`config.mk`:
```
export PLATFORM = sky130hd
export DESIGN_NAME = pcc_ctrl
export DESIGN_NICKNAME = d
export VERILOG_FILES = /design/src/sv/pid_controller_clamped_defines.svh /design/src/sv/pcc_pkg.sv /design/src/sv/pcc_ctrl.sv
export SDC_FILE = /design/constraint.sdc
export NUM_CORES = 1
export LEC_CHECK = 0
export BUFFER_PORTS_ARGS = -buffer_cell sky130_fd_sc_hd__buf_2
export CAP_MARGIN = 20
export CORE_AREA = 4 4 41 43
export CTS_CLUSTER_SIZE = 30
export DETAILED_ROUTE_END_ITERATION = 7
export DIE_AREA = 0 0 45 47
export PLACE_DENSITY = 0.69
export SYNTH_ARGS = -nofsm -noshare
export SYNTH_HDL_FRONTEND = slang
export SYNTH_SLANG_ARGS = --single-unit
```
`constraint.sdc`:
```
create_clock -name clock -period 1.9 [get_ports clock]
set_clock_uncertainty 0.1 [all_clocks]
set_input_delay 0.285 -clock clock [delete_from_list [all_inputs] [get_ports clock]]
set_output_delay 0.285 -clock clock [all_outputs]
set_load 0.03 [all_outputs]
```
`src/sv/pid_controller_clamped_defines.svh`:
```
// Assertion macros for the PID controller
`ifndef PID_CONTROLLER_CLAMPED_DEFINES_SVH
`define PID_CONTROLLER_CLAMPED_DEFINES_SVH
`ifndef SYNTHESIS
`define PCC_ASSERT_IMP(lbl, ante, cons) \
   lbl: assert property (@(posedge clock) disable iff (reset) (ante) |-> (cons)) \
      else $error("pcc assertion failed");
`define PCC_ASSERT_NXT(lbl, ante, cons) \
   lbl: assert property (@(posedge clock) disable iff (reset) (ante) |=> (cons)) \
      else $error("pcc assertion failed");
`else
`define PCC_ASSERT_IMP(lbl, ante, cons)
`define PCC_ASSERT_NXT(lbl, ante, cons)
`endif
`endif

```
`src/sv/pcc_pkg.sv`:
```
package pcc_pkg;

   localparam int DATA_W    = 32;
   localparam int DT_W      = 31;
   localparam int PROD_W    = 66;
   localparam int ACC_W     = 68;
   localparam int CSR_IDX_W = 3;

   localparam logic signed [DATA_W-1:0] S32_MAX = 32'sh7FFF_FFFF;
   localparam logic signed [DATA_W-1:0] S32_MIN = 32'sh8000_0000;

   localparam logic [CSR_IDX_W-1:0] CSR_KP     = 3'd0;
   localparam logic [CSR_IDX_W-1:0] CSR_KI     = 3'd1;
   localparam logic [CSR_IDX_W-1:0] CSR_KD     = 3'd2;
   localparam logic [CSR_IDX_W-1:0] CSR_DT     = 3'd3;
   localparam logic [CSR_IDX_W-1:0] CSR_OUT_HI = 3'd4;
   localparam logic [CSR_IDX_W-1:0] CSR_OUT_LO = 3'd5;
   localparam logic [CSR_IDX_W-1:0] CSR_INT_HI = 3'd6;
   localparam logic [CSR_IDX_W-1:0] CSR_INT_LO = 3'd7;

   typedef enum logic [1:0] {
      MUL_ERR_DT,
      MUL_KP_ERR,
      MUL_KI_INT,
      MUL_KD_RATE
   } mul_sel_type;

   typedef struct packed {
      logic signed [DATA_W-1:0] kp;
      logic signed [DATA_W-1:0] ki;
      logic signed [DATA_W-1:0] kd;
      logic        [DT_W-1:0]   dt;
      logic signed [DATA_W-1:0] out_hi;
      logic signed [DATA_W-1:0] out_lo;
      logic signed [DATA_W-1:0] int_hi;
      logic signed [DATA_W-1:0] int_lo;
   } cfg_type;

   typedef struct packed {
      logic        err_load;
      logic        mul_en;
      mul_sel_type mul_sel;
      logic        integ_upd;
      logic        div_load;
      logic        acc_load;
      logic        acc_add;
      logic        rate_load;
      logic        out_load;
   } cmd_type;

   typedef struct packed {
      logic div_done;
   } stat_type;

   function automatic logic signed [DATA_W-1:0] sat32(input logic signed [ACC_W-1:0] v);
      logic signed [DATA_W-1:0] r;
      if ((&v[ACC_W-1:DATA_W-1]) || !(|v[ACC_W-1:DATA_W-1])) begin
         r = v[DATA_W-1:0];
      end else if (v[ACC_W-1]) begin
         r = S32_MIN;
      end else begin
         r = S32_MAX;
      end
      return r;
   endfunction

   // high limit first, low limit wins when crossed
   function automatic logic signed [DATA_W-1:0] clamp_hl(input logic signed [DATA_W-1:0] v,
                                                         input logic signed [DATA_W-1:0] hi,
                                                         input logic signed [DATA_W-1:0] lo);
      logic signed [DATA_W-1:0] r;
      r = v;
      if (r > hi) begin
         r = hi;
      end
      if (r < lo) begin
         r = lo;
      end
      return r;
   endfunction

endpackage

```
`src/sv/pcc_ctrl.sv`:
```
module pcc_ctrl
   import pcc_pkg::*;
(
   input  logic     clock,
   input  logic     reset,
   input  logic     req_tvalid,
   output logic     req_tready,
   output logic     rsp_tvalid,
   input  logic     rsp_tready,
   input  stat_type stat,
   output cmd_type  cmd
);

   typedef enum logic [8:0] {
      S_IDLE  = 9'b000000001,
      S_ERRDT = 9'b000000010,
      S_INTEG = 9'b000000100,
      S_KP    = 9'b000001000,
      S_KI    = 9'b000010000,
      S_DIVW  = 9'b000100000,
      S_KD    = 9'b001000000,
      S_ACC   = 9'b010000000,
      S_OUT   = 9'b100000000
   } state_type;

   state_type state_ff;
   state_type state_in;
   logic      rsp_valid_ff;
   logic      rsp_valid_in;

   assign req_tready = (state_ff == S_IDLE);
   assign rsp_tvalid = rsp_valid_ff;

   always_comb begin
      state_in     = state_ff;
      rsp_valid_in = rsp_valid_ff;
      cmd          = '0;
      if (rsp_valid_ff && rsp_tready) begin
         rsp_valid_in = 1'b0;
      end
      case (state_ff)
         S_IDLE: begin
            if (req_tvalid) begin
               cmd.err_load = 1'b1;
               state_in     = S_ERRDT;
            end
         end
         S_ERRDT: begin
            cmd.mul_en   = 1'b1;
            cmd.mul_sel  = MUL_ERR_DT;
            cmd.div_load = 1'b1;
            state_in     = S_INTEG;
         end
         S_INTEG: begin
            cmd.integ_upd = 1'b1;
            cmd.mul_en    = 1'b1;
            cmd.mul_sel   = MUL_KP_ERR;
            state_in      = S_KP;
         end
         S_KP: begin
            cmd.acc_load = 1'b1;
            cmd.mul_en   = 1'b1;
            cmd.mul_sel  = MUL_KI_INT;
            state_in     = S_KI;
         end
         S_KI: begin
            cmd.acc_add = 1'b1;
            state_in    = S_DIVW;
         end
         S_DIVW: begin
            if (stat.div_done) begin
               cmd.rate_load = 1'b1;
               state_in      = S_KD;
            end
         end
         S_KD: begin
            cmd.mul_en  = 1'b1;
            cmd.mul_sel = MUL_KD_RATE;
            state_in    = S_ACC;
         end
         S_ACC: begin
            cmd.acc_add = 1'b1;
            state_in    = S_OUT;
         end
         S_OUT: begin
            if (!rsp_valid_ff || rsp_tready) begin
               cmd.out_load = 1'b1;
               rsp_valid_in = 1'b1;
               state_in     = S_IDLE;
            end
         end
         default: begin
            state_in = S_IDLE;
         end
      endcase
   end

   always_ff @(posedge clock) begin
      if (reset) begin
         state_ff     <= S_IDLE;
         rsp_valid_ff <= 1'b0;
      end else begin
         state_ff     <= state_in;
         rsp_valid_ff <= rsp_valid_in;
      end
   end

endmodule

```
Word level (Yosys, flattened, before mapping)
Index checks and enable logic that the tools add are counted.
{ "totals": {"inputBits": 5, "output_inout_bits": 12, "ff_bits": 10} }
{ "classes": {"n_mux": 18, "n_reduce_logical": 5, "eq_ne": 12} }
{ "ops": {"columns": ["operator", "count"], "rows": [
  ["$pmux W9 S9", 1],
  ["$mux W9", 3],
  ["$mux W1", 13],
  ["$pmux W3 S4", 1],
  ["$eq A9 B1 Y1 const B", 1],
  ["$eq A9 B2 Y1 const B", 1],
  ["$eq A9 B3 Y1 const B", 1],
  ["$eq A9 B4 Y1 const B", 1],
  ["$eq A9 B5 Y1 const B", 1],
  ["$eq A9 B6 Y1 const B", 1],
  ["$eq A9 B7 Y1 const B", 1],
  ["$eq A9 B8 Y1 const B", 1],
  ["$eq A9 B9 Y1 const B", 1],
  ["$ne A2 B2 Y1 const B", 3],
  ["$reduce_and A3 Y1", 1],
  ["$reduce_or A2 Y1", 1],
  ["$logic_and A1 B1 Y1", 1],
  ["$logic_not A1 Y1", 1],
  ["$logic_or A1 B1 Y1", 1]
]} }

Longest topological paths before layout
{ "logic_depth": {"word_depth": 4, "depth_mapped": 4} }

Least setup slack after synthesis
No wires, ideal clock.
{ "synth_timing": {"path_kind": "register -> output", "startpoint": "register state_ff[3]", "endpoint": "output port cmd[1] in the netlist's numbering", "path_stages_with_launch": 4, "setup_slack_ns": -0.071, "required_ns": 1.515, "path_buffers": 0, "arrival_time_ns": 1.586, "path_cell_list": "dfxtp_1 -> nor4_2 -> nand2_1 -> nor3_1"} }
{ "synth_lines": {"columns": ["element", "line", "rtl"], "rows": [
  ["from (decl)", "pcc_ctrl.sv:26", "state_type state_ff;"],
  ["from (signal assigned)", "pcc_ctrl.sv:103", "state_ff <= state_in;"],
  ["to (decl)", "pcc_ctrl.sv:11", "output cmd_type cmd"]
]} }

==> results.yml <==
drt:
  vias: 650
  avgRoutedWirePerCell_um: 16.47
  drt_first_pass_iters: 4
  drt-total-wl_mm: 1.910
  dr.first_iter.drc_count: 13
  remaining_drc_errors: 0
  vias_per_cell: 5.603
  ant_nets: 0
setup_path:
  r2r_end: "state_ff[5]"
  crit_chain: "nor4_4 > buf_6 > nand4_1 > nand2_1 > buf_6"
  worstPathRequired_ns: 1.51
  cpMaxStageDelayCell: "dfxtp_4"
  crit_path_start_kind: "flop"
  cp-startpoint: "state_ff[4]"
  path_max_fanout: 6
  end_kind: "primary output"
  crit_path_end: "cmd[6]"
  max_stage_delay_ns: 0.39
  reg2reg_slack_ns: 0.09
  path_class: "reg2out"
  cpMostUsedCell: "buf_6"
  r2r-start: "state_ff[8]"
  arrival_ns: 1.55
  reg2reg_depth: 9
logic_synthesis:
  netlist_instances: 66
  syn_area_um2: 575.6
  synth_fp_nets: 71
  synth_seq_area_share_pct: 34.78
  yosys_warnings: 0
  synth_cell_types: 32
  syn-mean-instance-area_um2: 8.720
  ys_ff_latch: 10
floorplanning:
  core-area_um2: 1301
  dieWidth_um: 45
  io_pins: 17
  rows: 13
  initial_core_util_pct: 44.23
  die_h_um: 47
  die_area_um2: 2115
placement:
  dp_hpwl_mm: 1.086
  io_buffers: 16
  routabilityCongestion: 0.7843
  postPlaceCellArea_um2: 696.9
grt:
  overflow: 0
  grt_pass1_vias: 614
  grt_usage_pct: 18.92
  grt_pass1_wl_mm: 2.787
  grt_max_degree: 8
  antenna_found_initial: 0
sta:
  fmax_ghz: 0.5179
  relSlewSlack_pct: 79.63
  worst_pin_slew_ns: 0.3051
  setup-violations-final: 4
  fin_crit_sh_pct: 101.6
  finalMaxSlewViolations: 0
  hold_viol_final: 0
  setup_slack_ns: -0.03076
  period_minus_slack_ns: 1.931
  rsz0062_at_grt: "true"
cts:
  htreeDepth: 1
  cts_buffers: 3
  root_buffer: "clkbuf_4"
  hold_buffers: 0
  cts_tree: "yes"
  clock-sinks: 10
  insertion_delay_ns: 0.27
  clock_path_buffers: 2
  path_clk_slew_ns: 0.07
status:
  violations: "setup timing"
  status: "finished with violations"
cells_and_area:
  layout-area-overhead-vs-synth_pct: 72.83
  fill_cells: 103
  fin_util_pct: 76.44
  final_cell_mix: "buf_4, buf_6, nor2_1"
  antenna_cells: 0
  layout.nets: 107
  final_common_cell: "buf_4"
  final_area_um2: 994.7
  drive_above_1_share_pct: 61.39
power_and_ir_drop:
  power.density_nw_per_um2: 716.2
  leakagePower_nw: 0.4386
  pwr-share-clk_pct: 27.6
  intPower_w: 0.0004634
  p_seq_share_pct: 33.9
  p_sw_w: 0.0002491
  combinationalPowerShare_pct: 38.5
  sw_frac_of_total_pct: 34.96
  vdd_drop_max_v: 0.0004227
hold_path:
  hold_depth: 2
  hold_path.class: "in2reg"
  hp-start: "reset"
flow_run:
  maxCapViolCount: 0
-- per-stage QoR --
stage,total power (W),std cells,setup TNS (ns),hold slack [ns],setup slack [ns]
final,0.0007124,116,-0.06770,0.1407,-0.03076
after detailed placement,0.0004101,100,0,0.4251,0.1664
after CTS,0.0006642,113,-0.05196,0.1304,-0.02221
after global routing,0.0007463,116,-0.5056,0.1328,-0.08698
after floorplan,0.0003578,66,-0.1427,0.2541,-0.07133
after global placement,0.0004127,100,0,0.4256,0.1717
-- Yosys cell counts --
cell type  instances  area [um^2]
a211oi_1           1        7.510
a21boi_1           1        7.510
a21oi_1            2        10.01
a41oi_2            1        16.27
and3b_1            1        8.760
and4b_1            1        10.01
dfxtp_1           10        200.2
inv_1              4        15.01
mux2i_1            1        10.01
nand2_1            6        22.52
nand2b_1           3        18.77
nand3_1            1        5.000
nand3b_1           1        7.510
nand4_1            1        6.260
nand4_4            1        21.27
nand4b_1           1        8.760
nand4bb_1          1        11.26
nor2_1             9        33.78
nor2_2             1        6.260
nor2b_1            3        18.77
nor3_1             3        15.01
nor3_2             1        10.01
nor4_1             3        18.77
nor4_2             1        12.51
nor4_4             1        21.27
o211ai_1           1        7.510
o21ai_1            1        5.000
o21ai_2            1        8.760
o22ai_1            1        6.260
o41ai_1            1        8.760
or4_1              1        7.510
xor2_1             1        8.760
-- cell families (layout without fill, tap and decap cells) --
kind of cell | Yosys count | count (layout) | share of synthesized area [%]
AO/OA/AOI/OAI | 10 | 10 | 13.48
flip-flops | 10 | 10 | 34.78
multiplexers | 1 | 1 | 1.739
AND/OR/NAND/NOR | 40 | 40 | 45.87
XOR/XNOR | 1 | 1 | 1.522
buffers and inverters | 4 | 39 | 2.608
-- critical path: cells and delay by family (launching register included) --
family                 cells  cell delay [ns]
buffers and inverters      2             0.31
AND/OR/NAND/NOR            3             0.58
flip-flops                 1             0.39
-- power by group through the flow --
| stage | clock [W] | combinational (W) | sequential (W) |
|---|---|---|---|
| 3_5_place_dp | 0 | 0.000168 | 0.000242 |
| 6_report | 0.000197 | 0.000274 | 0.000241 |
| 4_1_cts | 0.000202 | 0.000225 | 0.000237 |
| 5_1_grt | 0.000212 | 0.000290 | 0.000244 |
| 2_1_floorplan | 0 | 0.000120 | 0.000238 |
| 3_3_place_gp | 0 | 0.000170 | 0.000243 |
-- how the worst min path moves through the flow --
stage	end
3_5_place_dp	rsp_tvalid
4_1_cts	rsp_tvalid
5_1_grt	state_ff[8]
6_report	rsp_tvalid
2_1_floorplan	rsp_tvalid
3_3_place_gp	rsp_tvalid
-- state kept, by name, indices dropped and copies added (netlist names) --
signal,count
state_ff,9
rsp_tvalid,1
-- what timing repair did --
item                       4_1_cts  5_1_grt
setup endpoints to repair       11       12
buffers inserted                 9        3
resized for setup               19       30
pin swaps                        5       10
-- metal layers --
metal	vias up	GRT usage, %	wire (um)
li1	313	-	-
met1	299	19.45	749
met2	30	33.62	979
met3	8	7.663	123
met4	0	8.772	58
met5	-	0	0
-- final cells by class --
type	instances	area, um^2	share of cell area (%)
multi-input cells	52	454.2	45.66
repair buffers	31	254.0	25.53
flip-flops and latches	10	216.5	21.76
clock buffers	4	36.28	3.648
well taps	15	18.77	1.887
inverters	4	15.01	1.509
Note: power is estimated with default switching activity, not from simulation.
