## src/sv/pid_controller_clamped_defines.svh

```systemverilog
// Assertion macros for the PID controller
`ifndef PID_CONTROLLER_CLAMPED_DEFINES_SVH
`define PID_CONTROLLER_CLAMPED_DEFINES_SVH
`ifndef SYNTHESIS
`define PCC_ASSERT_IMP(lbl, ante, cons) \
   lbl: assert property (@(posedge clock) disable iff (reset) (ante) |-> (cons)) \
      else $error("pcc assertion failed");
`define PCC_ASSERT_NXT(lbl, ante, cons) \
   lbl: assert property (@(posedge clock) disable iff (reset) (ante) |=> (cons)) \
      else $error("pcc assertion failed");
`else
`define PCC_ASSERT_IMP(lbl, ante, cons)
`define PCC_ASSERT_NXT(lbl, ante, cons)
`endif
`endif

```

## src/sv/pcc_pkg.sv

```systemverilog
package pcc_pkg;

   localparam int DATA_W    = 32;
   localparam int DT_W      = 31;
   localparam int PROD_W    = 66;
   localparam int ACC_W     = 68;
   localparam int CSR_IDX_W = 3;

   localparam logic signed [DATA_W-1:0] S32_MAX = 32'sh7FFF_FFFF;
   localparam logic signed [DATA_W-1:0] S32_MIN = 32'sh8000_0000;

   localparam logic [CSR_IDX_W-1:0] CSR_KP     = 3'd0;
   localparam logic [CSR_IDX_W-1:0] CSR_KI     = 3'd1;
   localparam logic [CSR_IDX_W-1:0] CSR_KD     = 3'd2;
   localparam logic [CSR_IDX_W-1:0] CSR_DT     = 3'd3;
   localparam logic [CSR_IDX_W-1:0] CSR_OUT_HI = 3'd4;
   localparam logic [CSR_IDX_W-1:0] CSR_OUT_LO = 3'd5;
   localparam logic [CSR_IDX_W-1:0] CSR_INT_HI = 3'd6;
   localparam logic [CSR_IDX_W-1:0] CSR_INT_LO = 3'd7;

   typedef enum logic [1:0] {
      MUL_ERR_DT,
      MUL_KP_ERR,
      MUL_KI_INT,
      MUL_KD_RATE
   } mul_sel_type;

   typedef struct packed {
      logic signed [DATA_W-1:0] kp;
      logic signed [DATA_W-1:0] ki;
      logic signed [DATA_W-1:0] kd;
      logic        [DT_W-1:0]   dt;
      logic signed [DATA_W-1:0] out_hi;
      logic signed [DATA_W-1:0] out_lo;
      logic signed [DATA_W-1:0] int_hi;
      logic signed [DATA_W-1:0] int_lo;
   } cfg_type;

   typedef struct packed {
      logic        err_load;
      logic        mul_en;
      mul_sel_type mul_sel;
      logic        integ_upd;
      logic        div_load;
      logic        acc_load;
      logic        acc_add;
      logic        rate_load;
      logic        out_load;
   } cmd_type;

   typedef struct packed {
      logic div_done;
   } stat_type;

   function automatic logic signed [DATA_W-1:0] sat32(input logic signed [ACC_W-1:0] v);
      logic signed [DATA_W-1:0] r;
      if ((&v[ACC_W-1:DATA_W-1]) || !(|v[ACC_W-1:DATA_W-1])) begin
         r = v[DATA_W-1:0];
      end else if (v[ACC_W-1]) begin
         r = S32_MIN;
      end else begin
         r = S32_MAX;
      end
      return r;
   endfunction

   // high limit first, low limit wins when crossed
   function automatic logic signed [DATA_W-1:0] clamp_hl(input logic signed [DATA_W-1:0] v,
                                                         input logic signed [DATA_W-1:0] hi,
                                                         input logic signed [DATA_W-1:0] lo);
      logic signed [DATA_W-1:0] r;
      r = v;
      if (r > hi) begin
         r = hi;
      end
      if (r < lo) begin
         r = lo;
      end
      return r;
   endfunction

endpackage

```

## src/sv/pcc_dp.sv

```systemverilog
module pcc_dp
   import pcc_pkg::*;
#(
   parameter int FRAC_BITS = 16
)
(
   input  logic                     clock,
   input  logic                     reset,
   input  logic signed [DATA_W-1:0] setpoint,
   input  logic signed [DATA_W-1:0] measured,
   input  cfg_type                  cfg,
   input  cmd_type                  cmd,
   output stat_type                 stat,
   output logic signed [DATA_W-1:0] drive
);

   localparam int QW    = DATA_W + FRAC_BITS;
   localparam int CNT_W = $clog2(QW + 1);

   logic signed [DATA_W-1:0] err_ff;
   logic signed [DATA_W-1:0] prev_ff;
   logic signed [DATA_W-1:0] integ_ff;
   logic signed [DATA_W-1:0] rate_ff;
   logic signed [DATA_W-1:0] drive_ff;
   logic signed [PROD_W-1:0] prod_ff;
   logic signed [ACC_W-1:0]  acc_ff;
   logic [DT_W-1:0]          div_rem_ff;
   logic [QW-1:0]            div_quo_ff;
   logic [CNT_W-1:0]         div_cnt_ff;
   logic                     div_neg_ff;

   logic signed [DATA_W:0]   err_diff;
   logic [DT_W-1:0]          dt_eff;
   logic signed [DATA_W:0]   mul_a;
   logic signed [DATA_W:0]   mul_b;
   logic signed [PROD_W-1:0] mul_p;
   logic signed [PROD_W-1:0] prod_sh;
   logic signed [ACC_W-1:0]  prod_x;
   logic signed [ACC_W-1:0]  integ_sum;
   logic signed [DATA_W:0]   diff_d;
   logic [DATA_W:0]          diff_mag;
   logic [DT_W:0]            div_part;
   logic [DT_W+1:0]          div_trial;
   logic                     pos_ovf;
   logic                     neg_ovf;
   logic signed [DATA_W-1:0] rate_val;

   assign err_diff = {setpoint[DATA_W-1], setpoint} - {measured[DATA_W-1], measured};
   assign dt_eff   = (cfg.dt == '0) ? DT_W'(1) : cfg.dt;

   always_comb begin
      case (cmd.mul_sel)
         MUL_ERR_DT: begin
            mul_a = {err_ff[DATA_W-1], err_ff};
            mul_b = $signed({2'b00, dt_eff});
         end
         MUL_KP_ERR: begin
            mul_a = {cfg.kp[DATA_W-1], cfg.kp};
            mul_b = {err_ff[DATA_W-1], err_ff};
         end
         MUL_KI_INT: begin
            mul_a = {cfg.ki[DATA_W-1], cfg.ki};
            mul_b = {integ_ff[DATA_W-1], integ_ff};
         end
         MUL_KD_RATE: begin
            mul_a = {cfg.kd[DATA_W-1], cfg.kd};
            mul_b = {rate_ff[DATA_W-1], rate_ff};
         end
         default: begin
            mul_a = '0;
            mul_b = '0;
         end
      endcase
   end

   assign mul_p     = mul_a * mul_b;
   assign prod_sh   = prod_ff >>> FRAC_BITS;
   assign prod_x    = $signed({{(ACC_W-PROD_W){prod_sh[PROD_W-1]}}, prod_sh});
   assign integ_sum = $signed({{(ACC_W-DATA_W){integ_ff[DATA_W-1]}}, integ_ff}) + prod_x;

   // restoring divider on magnitudes, one quotient bit per cycle
   assign diff_d    = {err_ff[DATA_W-1], err_ff} - {prev_ff[DATA_W-1], prev_ff};
   assign diff_mag  = diff_d[DATA_W] ? -diff_d : diff_d;
   assign div_part  = {div_rem_ff, div_quo_ff[QW-1]};
   assign div_trial = {1'b0, div_part} - {2'b00, dt_eff};

   assign stat.div_done = (div_cnt_ff == '0);

   assign pos_ovf = |div_quo_ff[QW-1:DATA_W-1];
   assign neg_ovf = (|div_quo_ff[QW-1:DATA_W]) ||
                    (div_quo_ff[DATA_W-1] && (|div_quo_ff[DATA_W-2:0]));

   always_comb begin
      if (div_neg_ff) begin
         rate_val = neg_ovf ? S32_MIN : -div_quo_ff[DATA_W-1:0];
      end else begin
         rate_val = pos_ovf ? S32_MAX : div_quo_ff[DATA_W-1:0];
      end
   end

   assign drive = drive_ff;

   always_ff @(posedge clock) begin
      if (reset) begin
         integ_ff   <= '0;
         prev_ff    <= '0;
         div_cnt_ff <= '0;
      end else begin
         if (cmd.integ_upd) begin
            integ_ff <= clamp_hl(sat32(integ_sum), cfg.int_hi, cfg.int_lo);
         end
         if (cmd.div_load) begin
            prev_ff    <= err_ff;
            div_cnt_ff <= CNT_W'(QW);
         end else if (!stat.div_done) begin
            div_cnt_ff <= div_cnt_ff - CNT_W'(1);
         end
      end
   end

   always_ff @(posedge clock) begin
      if (cmd.err_load) begin
         err_ff <= sat32($signed({{(ACC_W-DATA_W-1){err_diff[DATA_W]}}, err_diff}));
      end
      if (cmd.mul_en) begin
         prod_ff <= mul_p;
      end
      if (cmd.acc_load) begin
         acc_ff <= prod_x;
      end else if (cmd.acc_add) begin
         acc_ff <= acc_ff + prod_x;
      end
      if (cmd.div_load) begin
         div_rem_ff <= '0;
         div_quo_ff <= {diff_mag[DATA_W-1:0], {FRAC_BITS{1'b0}}};
         div_neg_ff <= diff_d[DATA_W];
      end else if (!stat.div_done) begin
         if (!div_trial[DT_W+1]) begin
            div_rem_ff <= div_trial[DT_W-1:0];
            div_quo_ff <= {div_quo_ff[QW-2:0], 1'b1};
         end else begin
            div_rem_ff <= div_part[DT_W-1:0];
            div_quo_ff <= {div_quo_ff[QW-2:0], 1'b0};
         end
      end
      if (cmd.rate_load) begin
         rate_ff <= rate_val;
      end
      if (cmd.out_load) begin
         drive_ff <= clamp_hl(sat32(acc_ff), cfg.out_hi, cfg.out_lo);
      end
   end

endmodule

```

## config.mk

```make
export PLATFORM = sky130hd
export DESIGN_NAME = pcc_dp
export DESIGN_NICKNAME = d
export VERILOG_FILES = /design/src/sv/pid_controller_clamped_defines.svh /design/src/sv/pcc_pkg.sv /design/src/sv/pcc_dp.sv
export SDC_FILE = /design/constraint.sdc
export NUM_CORES = 2
export LEC_CHECK = 0
export ABC_AREA = 0
export CORE_MARGIN = 2
export CORE_UTILIZATION = 50
export CTS_CLUSTER_SIZE = 25
export DETAILED_ROUTE_END_ITERATION = 10
export DONT_BUFFER_PORTS = 1
export GPL_TIMING_DRIVEN = 1
export PLACE_DENSITY = 0.66
export SLEW_MARGIN = 30
export SYNTH_ARGS = -nofsm -noshare
export SYNTH_HDL_FRONTEND = slang
export SYNTH_SLANG_ARGS = --single-unit
```

## constraint.sdc

```tcl
create_clock -name clock -period 17.1 [get_ports clock]
set_input_delay 1.71 -clock clock [delete_from_list [all_inputs] [get_ports clock]]
set_output_delay 1.71 -clock clock [all_outputs]
set_load 0.1 [all_outputs]
```

* After elaboration in Yosys (flattened, before gate mapping)
Index checks and enable logic that the tools add are counted.
** Cells by class
- Mux-type cells :: 31
- $add $sub $neg :: 8
- Equal/unequal tests :: 4
- Multiply operators :: 1
- Reduce and logical (&&, ||, !) cells :: 22
- Magnitude comparators :: 4
** Operators with widths (number)
- 2-to-1 mux 32 bit :: 20
- case mux 33 bit (4 select lines) :: 2
- 2-to-1 mux 68 bit :: 2
- 2-to-1 mux 48 bit :: 2
- AND reduction 37 bit :: 2
- OR reduction 37 bit :: 2
- adder 68 x 50 -> 68 bit :: 1
- multiplier 33 x 33 -> 66 bit :: 1
- subtractor 32 x 32 -> 33 bit :: 2
- greater-than comparator 32 bit :: 2
- less-than comparator 32 bit :: 2
- negation 32 bit :: 2
- 2-to-1 mux 31 bit :: 2
- adder 32 x 50 -> 51 bit :: 1
- subtractor 32 x 31 -> 33 bit :: 1
- logical NOT 31 bit :: 1
- OR reduction 31 bit :: 1
- OR reduction 17 bit :: 1
- OR reduction 16 bit :: 1
- 2-to-1 mux 6 bit :: 2
- logical NOT 6 bit :: 1
- subtractor 6 x 1 -> 6 bit, second input constant :: 1
- equality test 2 bit, second input constant :: 2
- logical OR 1 bit :: 4
- 9 further kinds :: 12
** Storage, ports and cells
- Output and inout bits :: 33
- Bits in registers :: 380
- Bits of input ports :: 331

* Longest topological paths before layout
- Word-level depth :: 13
- Depth in mapped cells :: 47

* Least setup slack after synthesis
Ideal clock, no wire load.
- Path type :: input to register
- From :: in cmd[6] (netlist bit)
- To :: reg prod_ff[65] (data pin)
- Arrival time :: 11270 ps
- Cell stages on the path :: 34
- Slack :: 5570 ps
- Required time :: 16840 ps
- Path through :: clkbuf_1 clkbuf_1 buf_1 buf_1 mux2_2 o21ai_0 nor2_1 fa_1 inv_1 fa_1 inv_1 fa_1 fa_1 inv_1 fa_1 fa_1 fa_1 inv_1 fa_1 ha_1 a21o_1 a21o_1 a21o_1 a21o_1 a21o_1 o311ai_0 a31oi_1 o2111ai_1 a21oi_1 or4_1 a31o_2 a21oi_1 o21bai_1 xnor2_1
** Between the ends
- Word-level cells in the longest chain between the ends :: 3
- Elaborated cells on any way between the ends :: 7
- Classes of those cells :: mul: 1; eq/ne: 3; mux: 2; reduce/logical: 1
** RTL lines
- start: declaration :: RTL line pcc_dp.sv:12 : input cmd_type cmd,
- equality test 2 bit (tied with other cells) :: RTL line pcc_dp.sv:52 : case (cmd.mul_sel)
- case mux 33 bit (4 select lines) :: RTL line pcc_dp.sv:52
- multiplier 33 x 33 -> 66 bit (*) :: RTL line pcc_dp.sv:76 : assign mul_p = mul_a * mul_b;
- via mul_p[65] :: RTL line pcc_dp.sv:36 : logic signed [PROD_W-1:0] mul_p;
- end signal: assignment :: RTL line pcc_dp.sv:126 : prod_ff <= mul_p;
- end: declaration :: RTL line pcc_dp.sv:25 : logic signed [PROD_W-1:0] prod_ff;
Mark *: on every way through the listed nets, which the timed path passes. The rest lies on a longest branch.
A chain may end at the register's enable or synchronous reset.

* Worst setup path in the final report
- From :: reg integ_ff[0]
- To :: reg integ_ff[31]
** Between the ends
- Word-level cells in the longest chain between the ends :: 13
- Elaborated cells on any way between the ends :: 15
- Classes of those cells :: add/sub: 1; order compare: 2; mux: 8; reduce/logical: 4
** RTL lines
- start: declaration :: RTL line pcc_dp.sv:22 : logic signed [DATA_W-1:0] integ_ff;
- start signal: assignment :: RTL line pcc_dp.sv:110 : integ_ff <= clamp_hl(sat32(integ_sum), cfg.int_hi, cfg.int_lo);
- adder 32 x 50 -> 51 bit (*) :: RTL line pcc_dp.sv:79 : assign integ_sum = $signed({{(ACC_W-DATA_W){integ_ff[DATA_W-1]}}, integ_ff}) + prod_x;
- OR reduction 37 bit :: RTL line pcc_pkg.sv:57 : if ((&v[ACC_W-1:DATA_W-1]) || !(|v[ACC_W-1:DATA_W-1])) begin
- logical NOT 1 bit :: RTL line pcc_pkg.sv:57
- logical OR 1 bit :: RTL line pcc_pkg.sv:57
- 2-to-1 mux 32 bit (*) :: RTL line pcc_pkg.sv:57
- 2-to-1 mux 32 bit (*) :: RTL line pcc_dp.sv:109 : if (cmd.integ_upd) begin
- 2-to-1 mux 32 bit (*) :: RTL line pcc_dp.sv:104 : if (reset) begin
- greater-than comparator 32 bit :: RTL line pcc_pkg.sv:73 : if (r > hi) begin
- 2-to-1 mux 32 bit (*) :: RTL line pcc_pkg.sv:73
- 2-to-1 mux 32 bit (*) :: RTL line pcc_dp.sv:109
- 2-to-1 mux 32 bit (*) :: RTL line pcc_dp.sv:104
- less-than comparator 32 bit :: RTL line pcc_pkg.sv:76 : if (r < lo) begin
- 2-to-1 mux 32 bit (*) :: RTL line pcc_pkg.sv:76
Every way passes the cells marked *; elsewhere a longest branch is shown, timed or not. The select of a mux whose other input is x is not followed.

==> metrics.yaml <==
grt:
  grt_pass1_vias: 58402
  grt-ovfl-total: 0
  grt_pass1_wl_um: 357000
  grtUsageTotal_pct: 33.3
  antenna_found_initial: 32
  grt_max_degree: 145
cells_and_area:
  area_delta_synth_final_pct: 4.81
  drive_gt1_share_pct: 4.79
  nFillCells: 12978
  fin_nets: 9837
clock_network:
  root_buffer: "clkbuf_16"
  cts_buffers: 46
  post_cts_buffers: 0
  ctsResizeCount: 0
  clockBufferDepth: 3
  cts_hold_buf: 0
  path_clk_slew_ns: 0.06
  numClockSinks: 364
  cts_tree: "done"
  clock_latency_ns: 0.66
  htreeDepth: 2
yosys:
  synth_warnings: 0
  yosys.area_share.xor_xnor_pct: 3.08
  syn_avg_cell_area_um2: 8.71
  synth-compound-area-share_pct: 12.4
  synth_top_family_by_area: "adder cells"
  async_flop_share_pct: 0
  yosysUniqueCellTypes: 93
  syn_area_um2: 70300
  synth_fa_ha_area_share_pct: 42.0
  syn_nets: 10078
  synth_edf_count: 247
  synthSimpleGateAreaFrac_pct: 14.8
  ys_seq_area_share_pct: 13.9
  synthMuxAreaShare_pct: 3.85
  synthFlopType: "edfxtp_1"
  syn_inst: 8068
  ys_ff_latch: 364
floorplan:
  die_x_um: 379
  dieArea_um2: 144000
  rows: 137
  core-area_um2: 140000
  die_h_um: 379
  ioPinCount: 364
  initial_utilization_pct: 50.4
setup_path:
  endpoint_kind: "flip-flop"
  slowest_delay_ns: 0.61
  cpMaxStageDelayCell: "a211oi_1"
  worstPathRequired_ns: 17.65
  critPathArrivalTime_ns: 12.04
  critical_path.startpoint_type: "flip-flop"
  critical_path_class: "reg -> reg"
  crit_top_cell: "a21oi_1"
  critPathMaxFanout: 57
timing:
  relSlewSlack_pct: 28.5
  fmax_mhz: 87.0
  final_hold_viol_count: 0
  worstMarginPinSlew_ns: 1.07
  slew_violations: 0
  fin_worst_skew_ns: 0.0254
  hold_slack_ns: 0.483
  rsz0062_at_grt: "false"
  min_period_ns: 11.49
  fin_tns_setup_ns: 0
  setup_viol: 0
  fin_crit_sh_pct: 67.2
drt:
  ant_nets: 0
  routed_wl_um: 238000
  viasPerCell: 5.88
  wl_per_cell_um: 24.4
  dr.first_iter.drc_count: 4957
  drtPass1Iterations: 6
  via_count: 57312
  route.detailed.drc: 0
placed_design:
  io_buffers: 0
  dpl.hpwl_um: 185000
  gp_congestion: 0.973
job:
  max_cap_viol_count: 0
hold_path:
  holdCritPathClass: "reg -> reg"
status:
  status: "finished clean"
## critical path: cells and delay by family, from the launching register on
kind	cells	cell delay, ns
flops	1	0.44
compound gates	24	5.77
fa+ha+maj	4	1.34
xor+xnor	1	0.23
simple gates	12	2.45
buf+inv	3	1.05
## final cells by class
| cell class | instances | area [um^2] | share of cell area [%] |
|---|---|---|---|
| Inverter | 1492 | 5600 | 7.60 |
| Sequential cell | 364 | 9760 | 13.3 |
| Clock inverter | 28 | 360 | 0.489 |
| Clock buffer | 58 | 1290 | 1.75 |
| Antenna cell | 12 | 30.0 | 0.0408 |
| Tap cell | 1876 | 2350 | 3.19 |
| Multi-Input combinational cell | 5835 | 53600 | 72.7 |
| Timing Repair Buffer | 88 | 688 | 0.934 |
## cell families after synthesis
kind of cell	after synthesis
AND/OR/NAND/NOR	2333
buffers and inverters	1869
adder cells (fa/ha/maj)	1682
AO/OA/AOI/OAI	1350
flip-flops	364
XOR/XNOR	247
multiplexers	223
## final timing paths
kind            startpoint             to  slack, ns  cells after the start
max reg2reg    integ_ff[0]   integ_ff[31]       5.61                     44
min          div_rem_ff[1]  div_rem_ff[1]       0.48                      2
min reg2reg  div_rem_ff[1]  div_rem_ff[1]       0.48                      2
max            integ_ff[0]   integ_ff[31]       5.61                     44
## per-stage QoR
step / util, % / instances / cell area, um^2 / setup slack [ns]
4_1_cts: 52.7 / 9739 / 73600 / 5.53
3_5_place_dp: 51.5 / 9653 / 71900 / 5.17
5_1_grt: 52.8 / 9745 / 73600 / 5.08
6_report: 52.8 / 9753 / 73600 / 5.61
3_3_place_gp: 51.5 / 9653 / 71900 / 5.32
2_1_floorplan: - / 8068 / 70300 / 5.57
## cells in the final DEF (no fill, tap or decap), types with 20 or more instances in the layout
master	count
o211ai_1	20
dfxtp_1	117
o21bai_1	31
and2_1	139
a21o_1	199
nand2b_1	45
clkbuf_16	50
nand2_1	1277
nand3_1	61
or3_1	29
a211oi_1	44
and3_1	26
ha_1	553
buf_4	86
o21ai_0	343
xnor2_1	157
o21a_1	86
edfxtp_1	247
mux2_2	87
xor2_1	90
a21oi_1	293
nor2b_1	69
fa_1	1126
nor3_1	90
o31ai_1	24
nor2_1	389
nor4_1	41
mux4_2	25
a311oi_1	35
a31oi_1	58
nand4_1	79
mux2i_1	106
or2_2	22
o311ai_0	26
inv_1	1487
## per-layer routing
layer	global-route usage, %	up-vias	routed length [um]	share of wire (%)
li1	-	25545	-	-
met3	9.19	608	26200	11
met2	52.6	2596	106000	44
met4	16.4	14	14500	6.1
met1	42.1	28549	91400	38
met5	0	-	86	0.036
## registers in the layout (all words and copies together), names as in the netlist
name	cells
integ_ff	32
drive	32
err_ff	32
acc_ff	68
div_cnt_ff	6
div_rem_ff	31
prev_ff	32
rate_ff	32
div_neg_ff	1
div_quo_ff	48
prod_ff	50
## synthesized netlist by cell type, types with 10 or more instances
cell / instances / area, um^2
a2111oi_0: 11 / 96.3
a21o_1: 199 / 1490
a311oi_1: 35 / 307
o31ai_1: 24 / 180
o21bai_1: 31 / 233
nor3_1: 91 / 455
o31a_1: 10 / 87.6
inv_1: 1489 / 5590
mux2i_1: 107 / 1070
a21boi_0: 27 / 203
and3_1: 26 / 163
ha_1: 553 / 6920
dfxtp_1: 117 / 2340
xor2_1: 90 / 788
nand2b_1: 47 / 294
nand4_1: 79 / 494
a31oi_1: 58 / 363
a21oi_1: 295 / 1480
edfxtp_1: 247 / 7420
nand2_1: 1277 / 4790
fa_1: 1126 / 22500
or3_1: 30 / 188
a211oi_1: 44 / 330
o22ai_1: 11 / 68.8
o21a_1: 91 / 683
mux2_2: 87 / 980
xnor2_1: 157 / 1380
o21ai_0: 348 / 1740
o21ai_1: 14 / 70.1
o211ai_1: 20 / 150
mux4_2: 29 / 653
nor2b_1: 69 / 432
a31o_2: 10 / 87.6
buf_1: 36 / 135
nor2_1: 390 / 1460
nor4_1: 41 / 257
and2_1: 139 / 870
nand3_1: 61 / 305
clkbuf_1: 330 / 1240
or2_2: 23 / 144
o311ai_0: 26 / 228
Power is not shown: default switching activity piles up to over one toggle a cycle in this logic, so the estimate is an artifact.
