**src/sv/pid_controller_clamped_defines.svh**
```systemverilog
// Assertion macros for the PID controller
`ifndef PID_CONTROLLER_CLAMPED_DEFINES_SVH
`define PID_CONTROLLER_CLAMPED_DEFINES_SVH
`ifndef SYNTHESIS
`define PCC_ASSERT_IMP(lbl, ante, cons) \
   lbl: assert property (@(posedge clock) disable iff (reset) (ante) |-> (cons)) \
      else $error("pcc assertion failed");
`define PCC_ASSERT_NXT(lbl, ante, cons) \
   lbl: assert property (@(posedge clock) disable iff (reset) (ante) |=> (cons)) \
      else $error("pcc assertion failed");
`else
`define PCC_ASSERT_IMP(lbl, ante, cons)
`define PCC_ASSERT_NXT(lbl, ante, cons)
`endif
`endif

```
**src/sv/pcc_pkg.sv**
```systemverilog
package pcc_pkg;

   localparam int DATA_W    = 32;
   localparam int DT_W      = 31;
   localparam int PROD_W    = 66;
   localparam int ACC_W     = 68;
   localparam int CSR_IDX_W = 3;

   localparam logic signed [DATA_W-1:0] S32_MAX = 32'sh7FFF_FFFF;
   localparam logic signed [DATA_W-1:0] S32_MIN = 32'sh8000_0000;

   localparam logic [CSR_IDX_W-1:0] CSR_KP     = 3'd0;
   localparam logic [CSR_IDX_W-1:0] CSR_KI     = 3'd1;
   localparam logic [CSR_IDX_W-1:0] CSR_KD     = 3'd2;
   localparam logic [CSR_IDX_W-1:0] CSR_DT     = 3'd3;
   localparam logic [CSR_IDX_W-1:0] CSR_OUT_HI = 3'd4;
   localparam logic [CSR_IDX_W-1:0] CSR_OUT_LO = 3'd5;
   localparam logic [CSR_IDX_W-1:0] CSR_INT_HI = 3'd6;
   localparam logic [CSR_IDX_W-1:0] CSR_INT_LO = 3'd7;

   typedef enum logic [1:0] {
      MUL_ERR_DT,
      MUL_KP_ERR,
      MUL_KI_INT,
      MUL_KD_RATE
   } mul_sel_type;

   typedef struct packed {
      logic signed [DATA_W-1:0] kp;
      logic signed [DATA_W-1:0] ki;
      logic signed [DATA_W-1:0] kd;
      logic        [DT_W-1:0]   dt;
      logic signed [DATA_W-1:0] out_hi;
      logic signed [DATA_W-1:0] out_lo;
      logic signed [DATA_W-1:0] int_hi;
      logic signed [DATA_W-1:0] int_lo;
   } cfg_type;

   typedef struct packed {
      logic        err_load;
      logic        mul_en;
      mul_sel_type mul_sel;
      logic        integ_upd;
      logic        div_load;
      logic        acc_load;
      logic        acc_add;
      logic        rate_load;
      logic        out_load;
   } cmd_type;

   typedef struct packed {
      logic div_done;
   } stat_type;

   function automatic logic signed [DATA_W-1:0] sat32(input logic signed [ACC_W-1:0] v);
      logic signed [DATA_W-1:0] r;
      if ((&v[ACC_W-1:DATA_W-1]) || !(|v[ACC_W-1:DATA_W-1])) begin
         r = v[DATA_W-1:0];
      end else if (v[ACC_W-1]) begin
         r = S32_MIN;
      end else begin
         r = S32_MAX;
      end
      return r;
   endfunction

   // high limit first, low limit wins when crossed
   function automatic logic signed [DATA_W-1:0] clamp_hl(input logic signed [DATA_W-1:0] v,
                                                         input logic signed [DATA_W-1:0] hi,
                                                         input logic signed [DATA_W-1:0] lo);
      logic signed [DATA_W-1:0] r;
      r = v;
      if (r > hi) begin
         r = hi;
      end
      if (r < lo) begin
         r = lo;
      end
      return r;
   endfunction

endpackage

```
**src/sv/pcc_csr.sv**
```systemverilog
module pcc_csr
   import pcc_pkg::*;
(
   input  logic                 clock,
   input  logic                 reset,
   input  logic                 csr_valid,
   output logic                 csr_ready,
   input  logic [CSR_IDX_W-1:0] csr_index,
   input  logic [DATA_W-1:0]    csr_wdata,
   output cfg_type              cfg
);

   cfg_type cfg_ff;
   cfg_type cfg_in;

   assign csr_ready = 1'b1;
   assign cfg       = cfg_ff;

   always_comb begin
      cfg_in = cfg_ff;
      if (csr_valid) begin
         case (csr_index)
            CSR_KP:     cfg_in.kp     = csr_wdata;
            CSR_KI:     cfg_in.ki     = csr_wdata;
            CSR_KD:     cfg_in.kd     = csr_wdata;
            CSR_DT:     cfg_in.dt     = csr_wdata[DT_W-1:0];
            CSR_OUT_HI: cfg_in.out_hi = csr_wdata;
            CSR_OUT_LO: cfg_in.out_lo = csr_wdata;
            CSR_INT_HI: cfg_in.int_hi = csr_wdata;
            CSR_INT_LO: cfg_in.int_lo = csr_wdata;
            default: ;
         endcase
      end
   end

   always_ff @(posedge clock) begin
      if (reset) begin
         cfg_ff.kp     <= '0;
         cfg_ff.ki     <= '0;
         cfg_ff.kd     <= '0;
         cfg_ff.dt     <= DT_W'(65536);
         cfg_ff.out_hi <= S32_MAX;
         cfg_ff.out_lo <= S32_MIN;
         cfg_ff.int_hi <= S32_MAX;
         cfg_ff.int_lo <= S32_MIN;
      end else begin
         cfg_ff <= cfg_in;
      end
   end

endmodule

```
**config.mk**
```make
export PLATFORM = sky130hd
export DESIGN_NAME = pcc_csr
export DESIGN_NICKNAME = d
export VERILOG_FILES = /design/src/sv/pid_controller_clamped_defines.svh /design/src/sv/pcc_pkg.sv /design/src/sv/pcc_csr.sv
export SDC_FILE = /design/constraint.sdc
export NUM_CORES = 1
export LEC_CHECK = 0
export BUFFER_PORTS_ARGS = -buffer_cell sky130_fd_sc_hd__buf_2
export CORE_MARGIN = 10
export CORE_UTILIZATION = 48
export CTS_BUF_LIST = sky130_fd_sc_hd__clkbuf_2 sky130_fd_sc_hd__clkbuf_4 sky130_fd_sc_hd__clkbuf_8
export CTS_CLUSTER_DIAMETER = 100
export DETAILED_ROUTE_END_ITERATION = 8
export PLACE_DENSITY = 0.86
export SLEW_MARGIN = 15
export SYNTH_ARGS = -nofsm -noshare
export SYNTH_HDL_FRONTEND = slang
export SYNTH_SLANG_ARGS = --single-unit
```
**constraint.sdc**
```tcl
create_clock -name clock -period 1.6 [get_ports clock]
set_clock_uncertainty 0.15 [all_clocks]
set_input_delay 0.24 -clock clock [delete_from_list [all_inputs] [get_ports clock]]
set_output_delay 0.24 -clock clock [all_outputs]
set_load 0.05 [all_outputs]
```
Word-level counts from Yosys, hierarchy flattened
Index checks and enable logic that the tools add are counted.

storage, ports and cells
  flip-flop bits (word level) = 255
  input port bits = 38
  output and inout bits = 256
  word-level logic and storage cells = 24

cells by class
  equal/unequal tests = 7
  reduce and logical (&&, ||, !) cells = 9

operators with widths
  operator                                                          count
  2-bit AND reduction                                               8
  3-bit == test (second input constant)                             4
  3-bit by 2-bit == test with 1-bit output (second input constant)  2
  3-bit by 1-bit == test with 1-bit output (second input constant)  1
  3-bit zero test                                                   1

Longest topological paths before layout
Gate-level depths: netlist (run 1).

  word-level depth = 2
  depth in mapped cells = 5
  depth with buffers taken out = 2

Least setup slack after synthesis (run 1)
Ideal clock, no wire load.

  kind = input to register
  from = input port csr_index[1]
  to = register cfg_ff, in the netlist cfg[244]
  arrival time = 1.290 ns
  slack = 0.036 ns
  path buffers = 3
  stages on the path = 5
  cells stage by stage = buf_2 > or4b_4 > buf_6 > buf_8 > mux2i_1

on the way
  longest elaborated chain between the ends = 2

RTL lines
  what                                  line           source
  from (decl)                           pcc_csr.sv:8   input logic [CSR_IDX_W-1:0] csr_index,
  3-bit zero test                       pcc_csr.sv:22  case (csr_index)
  2-bit AND reduction (no source line)  n/a
  to (signal assigned)                  pcc_csr.sv:47  cfg_ff <= cfg_in;
  to (decl)                             pcc_csr.sv:13  cfg_type cfg_ff;

No other way between the ends.
A chain may end at the register's enable or synchronous reset.

Worst setup path in the final report (run 1)
  from = register cfg_ff, in the netlist cfg[170]
  to = output port cfg[170] (netlist bit)

RTL lines
  what       line           source
  to (decl)  pcc_csr.sv:10  output cfg_type cfg

No word-level cell between the ends.

==> flow_summary_export.csv, run 1 <==
group,metric,value,unit
grt,grt-ovfl-total,0,
outcome,status,"complete, no violations",
clock_network,clock_latency,510,ps
logic_synthesis,synth-async-reset-ratio,0,%
logic_synthesis,synth-seq-area-share,51.9,%
die,core_area,0.0202,mm2
setup_path,crit_slowest_cell,"dfxtp_1",
worst_hold_path,min_path_type,"in -> reg",
power_and_ir_drop,power.total,13.5,mW
timing,setup_viol,0,
timing,final-hold-violation-count,0,
power_and_ir_drop,pwr-share-comb,11.2,%
route,first_pass_iters,5,
finish,layout-drive-gt1-share,31.4,%
power_and_ir_drop,power_leakage,6.64,nW
logic_synthesis,synth_ff_type,"dfxtp_1",
logic_synthesis,synthTopCellsByCount,"255 x dfxtp_1, 255 x mux2i_1, 222 x nand2b_1, 97 x nor2_1, 36 x clkbuf_1",
power_and_ir_drop,net-switching-power,3.53,mW
power_and_ir_drop,ir_drop,558,uV
clock_network,cts_sinks,255,
route,vias_per_cell,5.08,
setup_path,cp_max_fo,2,
route,drc_errors,0,
finish,instances_no_fill,1539,
clock_network,clk_pin_slew,60,ps
die,dieHeight,163,um
finish,multiInputGateArea,0.00446,mm2
finish,nNetsFinal,1282,
clock_network,cts_buffer_depth,3,
setup_path,worstPathRequired,1210,ps
finish,largest_reg_flops,255,
timing,fin_ws,22.3,ps
setup_path,cp_data_arrival_time,1190,ps
logic_synthesis,synth_top_area_share,51.9,%
setup_path,cp_num_buf_inv,1,
setup_path,setup.worst_path.class,"reg -> out",
placed_design,gp_congestion,0.866,
power_and_ir_drop,internal_power,10.0,mW
logic_synthesis,yosys-top-cells-area,"dfxtp_1 52%, mux2i_1 26%, nand2b_1 14%, nor2_1 3.7%, clkbuf_1 1.4%",
grt,grtUsageTotal,21.3,%
placed_design,portBuffers,292,
route,wire_per_inst,19.5,um
logic_synthesis,ys_ff_latch,255,
grt,antenna_found_initial,1,
timing,drv_slew,0,
finish,fillCellCount,1548,
setup_path,crit_chain,"buf_2",
clock_network,cts_buffers,41,
run,maxCapViolations,0,
die,start_util,48.8,%
die,num_rows,52,
grt,grt_max_degree,53,
clock_network,htreeDepth,2,
setup_path,crit_family,"flip-flops",
setup_path,endpoint_kind,"primary output",
timing,fmax,634,MHz
logic_synthesis,avgSynthCellArea,10.8,um2
logic_synthesis,syn_nets,946,
logic_synthesis,synth_top_area_cell,"dfxtp_1",
finish,layout.area.seq,0.00510,mm2
timing,period_share,98.6,%
placed_design,post-dp-hpwl,21200,um
die,dieArea,0.0266,mm2
logic_synthesis,synthCells,908,
setup_path,slowest_delay,380,ps
die,fp.dieW,163,um
grt,grt_pass1_wl,45500,um
die,io_pins,294,
placed_design,dp_cells,1436,
logic_synthesis,synth_edf_count,0,
logic_synthesis,ys_warn_count,0,
clock_network,cts_tree,"yes",
power_and_ir_drop,powerDensity,1050,mW/mm2
power_and_ir_drop,p_seq_share,48.6,%
route,drt-total-wl,30000,um
route,vias,7822,
logic_synthesis,yosys.cell_types.count,16,
placed_design,dp_slack,-29.2,ps
timing,rsz0062_at_grt,"false",
setup_path,startpoint_type,"flip-flop",
power_and_ir_drop,p_sw_share,26.1,%
route,drt-initial-drc-count,435,
grt,grt_pass1_vias,8015,
finish,syn_to_final_growth,31.3,%
power_and_ir_drop,p_clk_share,40.2,%
logic_synthesis,netlist_area,0.00984,mm2
route,drtAntennaViolNets,0,
clock_network,clockRootBuffer,"clkbuf_8",
timing,fin_crit,1580,ps
through the flow:
step	TNS [ps]	hold slack (ps)	utilization [%]	cell area [um2]
after floorplan	0	261	-	9840
after global placement	0	305	58.3	11800
after detailed placement	-225	307	58.3	11800
after CTS	0	163	63.9	12900
after global routing	0	202	64.0	12900
final	0	187	64.0	12900
repair_timing:
action | in CTS | in global routing
gates resized for setup | 1 | 9
hold endpoints to repair | 75 | 0
setup endpoints to repair | 1 | 9
buffers inserted | 0 | 0
hold buffers | 35 | 0
area by class of cell:
cell class                 count  area share, %
clock buffer                  62           5.88
multi-input combinational    585           34.5
antenna                        1         0.0194
sequential                   255           39.5
tap                          270           2.62
clock inverter                 5          0.194
timing repair buffer         361           17.2
worst paths after layout:
kind / slack, ps / startpoint / cells past startpoint / endpoint
max: 20 / cfg[170] / 1 / cfg[170]
min: 190 / csr_index[2] / 4 / cfg[254]
max reg2reg: 710 / cfg[61] / 2 / cfg[61]
min reg2reg: 320 / cfg[237] / 2 / cfg[237]
cells by family after synthesis:
logic type,share of synthesized area [%]
mux,25.9
flops,51.9
other cells,0.0381
buf+inv,3.31
simple gates,18.8
power by group through the flow:
stage | Sequential (mW) | Clock (mW) | Combinational [mW]
2_1_floorplan | 7.19 | 0 | 0.513
3_3_place_gp | 6.71 | 0 | 1.41
3_5_place_dp | 6.71 | 0 | 1.43
4_1_cts | 6.57 | 5.52 | 1.50
5_1_grt | 6.58 | 5.80 | 1.59
6_report | 6.58 | 5.44 | 1.51
layout by cell type, fill, tap and decap left out, drive strengths merged:
master and instances:
nand2b 222, nor4bb 2, nor4b 1, or4b 1, clkbuf 71, nand4 1
clkinv 5, nor2 97, nand4bb 2, dfxtp 255, dlygate4sd3 35, diode 1
nand4b 3, mux2i 255, buf 317, conb 1
per-layer routing:
metal	GRT usage [%]	up-vias	share of wire (%)	wire, um
li1	-	3669	-	-
met1	24.9	3757	40	12000
met2	35.6	308	49	14600
met3	5.08	88	6.5	1940
met4	11.1	0	4.6	1380
met5	0	-	0	0
Note: power is estimated with default switching activity, not from simulation.
==> inputs of run 2 (changes only) <==
--- a/config.mk
+++ b/config.mk
@@ -7,11 +7,11 @@
 export LEC_CHECK = 0
 export BUFFER_PORTS_ARGS = -buffer_cell sky130_fd_sc_hd__buf_2
 export CORE_MARGIN = 10
-export CORE_UTILIZATION = 48
+export CORE_UTILIZATION = 41
 export CTS_BUF_LIST = sky130_fd_sc_hd__clkbuf_2 sky130_fd_sc_hd__clkbuf_4 sky130_fd_sc_hd__clkbuf_8
 export CTS_CLUSTER_DIAMETER = 100
 export DETAILED_ROUTE_END_ITERATION = 8
-export PLACE_DENSITY = 0.86
+export PLACE_DENSITY = 0.76
 export SLEW_MARGIN = 15
 export SYNTH_ARGS = -nofsm -noshare
 export SYNTH_HDL_FRONTEND = slang
==> flow_summary_export.csv, run 2 (synthesis gave the netlist of run 1 again) <==
group,metric,value,unit
finish,layout-drive-gt1-share,32.0,%
setup_path,startpoint,"cfg[230]",
die,io_pins,294,
timing,drv_slew,0,
finish,mostFrequentLayoutCells,"255 x mux2i_1, 255 x dfxtp_1, 228 x buf_2",
outcome,status,"complete, no violations",
setup_path,cp_max_fo,2,
power_and_ir_drop,p_sw_share,25.8,%
route,drt-total-wl,30200,um
finish,post-route-cell-area,0.0133,mm2
power_and_ir_drop,power.total,14.2,mW
die,core_area,0.0235,mm2
setup_path,crit_slowest_cell,"dfxtp_1",
die,dieHeight,175,um
finish,nNetsFinal,1285,
clock_network,cts_tree,"yes",
timing,fin_ws,34.8,ps
route,vias_per_cell,4.80,
route,drtAntennaViolNets,0,
clock_network,cts_buffers,43,
power_and_ir_drop,ir_drop,729,uV
setup_path,cp_data_arrival_time,1180,ps
grt,grt_pass1_vias,8112,
timing,period_share,97.8,%
worst_hold_path,min_path_type,"in -> reg",
placed_design,dp_slack,24.0,ps
power_and_ir_drop,power_leakage,6.70,nW
clock_network,cts_buffer_depth,3,
setup_path,r2r-start,"cfg[108]",
setup_path,endpoint_kind,"primary output",
clock_network,clock_latency,520,ps
die,fp.dieW,175,um
route,wire_per_inst,18.9,um
setup_path,reg2reg_slack,750,ps
grt,antenna_found_initial,4,
route,vias,7660,
grt,grt_max_degree,47,
run,maxCapViolations,0,
route,first_pass_iters,5,
route,drc_errors,0,
placed_design,portBuffers,292,
placed_design,gp_congestion,0.812,
timing,rsz0062_at_grt,"false",
finish,largest_reg_flops,255,
power_and_ir_drop,pwr-share-comb,10.8,%
timing,final-hold-violation-count,0,
route,drt-initial-drc-count,278,
setup_path,crit_chain,"buf_2",
clock_network,postCtsSetupBuffers,0,
power_and_ir_drop,p_seq_share,46.4,%
setup_path,crit_family,"flip-flops",
timing,fmax,639,MHz
power_and_ir_drop,net-switching-power,3.65,mW
timing,fin_setup_tns,0,ps
finish,fillCellCount,2035,
clock_network,cts_sinks,255,
placed_design,post_dp_cell_area,0.0119,mm2
grt,grtUsageTotal,19.1,%
setup_path,slowest_delay,360,ps
grt,grt_pass1_wl,47100,um
setup_path,cp_num_buf_inv,1,
die,num_rows,56,
placed_design,post-dp-hpwl,21500,um
timing,fin_crit,1570,ps
power_and_ir_drop,powerDensity,1070,mW/mm2
finish,utilization,56.3,%
clock_network,clockRootBuffer,"clkbuf_8",
worst_hold_path,min_from,"reset",
setup_path,startpoint_type,"flip-flop",
setup_path,setup.worst_path.class,"reg -> out",
clock_network,htreeDepth,2,
clock_network,clk_pin_slew,60,ps
die,dieArea,0.0306,mm2
setup_path,worstPathRequired,1210,ps
power_and_ir_drop,internal_power,10.5,mW
finish,syn_to_final_growth,34.9,%
die,start_util,41.8,%
power_and_ir_drop,p_clk_share,42.8,%
grt,grt-ovfl-total,0,
timing,setup_viol,0,
-- run 2: cell types whose count changed in the layout (fill, tap and decap cells not counted), sizes merged --
cell / before / now
buf: 317 / 279
clkbuf: 71 / 117
bufinv: 0 / 1
clkinv: 5 / 3
diode: 1 / 3
clkinvlp: 0 / 3
dlygate4sd3: 35 / 32
-- run 2: final cells by class --
type | instances | area, um2 | share of cell area, %
Clock buffer | 66 | 846 | 6.38
Clock inverter | 7 | 67.6 | 0.509
Sequential cell | 255 | 5100 | 38.5
Timing Repair Buffer | 362 | 2380 | 17.9
Tap cell | 319 | 399 | 3.01
Antenna cell | 3 | 7.51 | 0.0566
Multi-Input combinational cell | 585 | 4460 | 33.6
-- run 2: tightest hold or removal path, delay by kind of cell --
family / cells / cell delay (ps)
buffers and inverters: 1 / 220
and+or+nand+nor: 1 / 150
muxes: 1 / 60
-- run 2: path summary, 6_finish.rpt --
kind / end / cells past startpoint
max: cfg[230] / 1
min: cfg[159] / 3
max reg2reg: cfg[108] / 2
min reg2reg: cfg[210] / 2
-- run 2: power by group through the flow --
stage | Sequential (mW) | Combinational [mW] | Clock (mW)
after detailed placement | 6.71 | 1.45 | 0
after global placement | 6.70 | 1.44 | 0
after CTS | 6.57 | 1.52 | 6.21
after global routing | 6.58 | 1.62 | 6.53
after floorplan | 7.19 | 0.513 | 0
final | 6.57 | 1.53 | 6.07
-- run 2: metrics by stage --
stage                     cells  hold slack [ps]
after floorplan             908              261
after global placement     1489              306
after detailed placement   1489              312
after CTS                  1594             21.2
after global routing       1596             60.7
final                      1597             50.7
-- run 2: repair_timing --
| item | 4_1_cts | 5_1_grt |
|---|---|---|
| resized for setup | 12 | 51 |
| hold buffers | 32 | 0 |
| endpoints found under the setup margin | 12 | 51 |
| hold endpoints to repair | 79 | 0 |
-- run 2: routing by layer --
layer	global-route usage [%]	share of wire, %	wire (um)	vias to the layer above
met5	0	0.023	7	-
met1	22.7	42	12700	3647
li1	-	-	-	3672
met4	8.65	4.1	1250	2
met3	6.38	7.7	2330	76
met2	30.8	46	14000	263
==> inputs of run 3 (changes only) <==
--- a/config.mk
+++ b/config.mk
@@ -6,12 +6,13 @@
 export NUM_CORES = 1
 export LEC_CHECK = 0
 export BUFFER_PORTS_ARGS = -buffer_cell sky130_fd_sc_hd__buf_2
-export CORE_MARGIN = 10
+export CORE_MARGIN = 4
 export CORE_UTILIZATION = 41
 export CTS_BUF_LIST = sky130_fd_sc_hd__clkbuf_2 sky130_fd_sc_hd__clkbuf_4 sky130_fd_sc_hd__clkbuf_8
 export CTS_CLUSTER_DIAMETER = 100
 export DETAILED_ROUTE_END_ITERATION = 8
-export PLACE_DENSITY = 0.76
+export MAX_ROUTING_LAYER = met4
+export PLACE_DENSITY = 0.74
 export SLEW_MARGIN = 15
 export SYNTH_ARGS = -nofsm -noshare
 export SYNTH_HDL_FRONTEND = slang
==> constraint.sdc (replaced) <==
create_clock -name clock -period 1.46 [get_ports clock]
set_clock_uncertainty 0.15 [all_clocks]
set_input_delay 0.219 -clock clock [delete_from_list [all_inputs] [get_ports clock]]
set_output_delay 0.219 -clock clock [all_outputs]
set_load 0.05 [all_outputs]
==> flow_summary_export.csv, run 3 (synthesis gave the netlist of run 1 again) <==
group,metric,value,unit
outcome,status,"finished with violations",
outcome,violations,"negative setup slack",
route,drt-initial-drc-count,297,
route,drt-total-wl,31400,um
die,core_area,0.0235,mm2
setup_path,setup.worst_path.class,"in -> reg",
setup_path,cp_max_fo,39,
clock_network,clock_latency,520,ps
die,io_pins,294,
finish,multiInputGateArea,0.00449,mm2
timing,fin_setup_tns,-294,ps
timing,final-hold-violation-count,0,
placed_design,portBuffers,292,
power_and_ir_drop,powerDensity,1060,mW/mm2
grt,grt_pass1_vias,8233,
clock_network,postCtsSetupBuffers,0,
finish,largest_reg_flops,255,
die,dieArea,0.0265,mm2
timing,fmax,650,MHz
setup_path,cp_data_arrival_time,1770,ps
timing,period_share,105,%
power_and_ir_drop,pwr-share-comb,11.8,%
power_and_ir_drop,net-switching-power,4.07,mW
clock_network,cts_buffers,43,
die,num_rows,56,
finish,nNetsFinal,1287,
grt,grt-ovfl-total,0,
grt,grt_max_degree,56,
clock_network,cts_tree,"yes",
clock_network,htreeDepth,2,
route,vias,7875,
power_and_ir_drop,internal_power,11.9,mW
power_and_ir_drop,power_leakage,7.15,nW
clock_network,cts_sinks,255,
die,fp.dieW,163,um
grt,grt_pass1_wl,45400,um
setup_path,endpoint_kind,"flip-flop",
route,drc_errors,0,
finish,layout-drive-gt1-share,45.1,%
finish,syn_to_final_growth,52.3,%
route,vias_per_cell,4.92,
timing,setup_viol,8,
clock_network,clockRootBuffer,"clkbuf_8",
run,maxCapViolations,0,
placed_design,gp_congestion,0.832,
finish,layout_commonest_cell,"mux2i_1",
setup_path,crit_chain,"dlygate4sd3_1, buf_6, buf_12, nand2b_1, mux2i_1",
power_and_ir_drop,p_sw_share,25.5,%
setup_path,startpoint_type,"primary input",
timing,fin_crit,1540,ps
placed_design,post-dp-hpwl,19700,um
grt,grtUsageTotal,22.0,%
power_and_ir_drop,power.total,15.9,mW
clock_network,cts_buffer_depth,3,
finish,utilization,63.6,%
die,start_util,41.8,%
finish,mostFrequentLayoutCells,"255 x mux2i_1, 248 x buf_6, 208 x nand2b_1",
power_and_ir_drop,p_clk_share,42.7,%
timing,drv_slew,0,
finish,fillCellCount,1767,
route,first_pass_iters,5,
power_and_ir_drop,ir_drop,731,uV
grt,antenna_found_initial,2,
power_and_ir_drop,p_seq_share,45.5,%
finish,layout.area.seq,0.00529,mm2
timing,fin_ws,-78.0,ps
die,dieHeight,163,um
setup_path,crit_slowest_cell,"dlygate4sd3_1",
worst_hold_path,min_path_type,"in -> reg",
route,wire_per_inst,19.6,um
clock_network,clk_pin_slew,70,ps
route,drtAntennaViolNets,0,
setup_path,worstPathRequired,1700,ps
setup_path,slowest_delay,580,ps
[run 3: cell count changes in the layout (fill, tap and decap cells not counted), moves of 6 or more]
cell | previous run | this run
nand2b_2 | 0 | 14
buf_4 | 38 | 32
nand2b_1 | 222 | 208
buf_2 | 228 | 36
dfxtp_2 | 0 | 151
clkbuf_4 | 61 | 15
buf_6 | 1 | 248
dfxtp_1 | 255 | 104
[run 3: final timing paths]
check / startpoint / end / slack (ps) / cells after the start
min: csr_index[0] / cfg[223] / 110 / 4
max reg2reg: cfg[110] / cfg[110] / 570 / 2
min reg2reg: cfg[206] / cfg[206] / 330 / 2
max: reset / cfg[9] / -80 / 5
[run 3: power groups by stage]
stage	Sequential (mW)	Combinational, mW	Clock [mW]
after floorplan	7.88	0.565	0
after global placement	7.35	1.58	0
after detailed placement	7.35	1.59	0
after CTS	7.23	1.80	6.91
after global routing	7.27	1.96	7.26
final	7.26	1.88	6.81
[run 3: worst max-delay path: cells and delay by family]
kind | cells | cell delay, ps
and+or+nand+nor | 1 | 360
buffers and inverters | 3 | 1000
muxes | 1 | 160
[run 3: through the flow]
stage	cells	area, um2	hold WS (ps)	setup WS [ps]
2_1_floorplan	908	9850	240	-62.3
3_3_place_gp	1490	11900	305	-120
3_5_place_dp	1490	11900	310	-138
4_1_cts	1600	14400	80.6	0.182
5_1_grt	1602	15000	112	-68.6
6_report	1602	15000	109	-78.0
[run 3: layer usage]
metal  GRT usage (%)  vias to the layer above  routed length [um]  part of all wire (%)
met5               -                        -                   0                     0
met1            26.7                     3827               12800                    41
met3            4.23                       94                1650                   5.2
met2            35.5                      272               15500                    49
li1                -                     3682                   -                     -
met4            10.3                        0                1440                   4.6
[run 3: cell type report]
| class | count | area share [%] |
|---|---|---|
| diodes | 2 | 0.0334 |
| clock buffers | 71 | 5.90 |
| clock inverters | 6 | 0.384 |
| multi-input cells | 585 | 30.0 |
| flip-flops and latches | 255 | 35.3 |
| well taps | 319 | 2.66 |
| repair buffers | 364 | 25.7 |
[run 3: timing repair]
item	CTS	global route
gates resized for setup	459	211
hold buffers	33	0
endpoints found under the hold margin	96	0
pin swaps	0	0
setup endpoints to repair	255	219
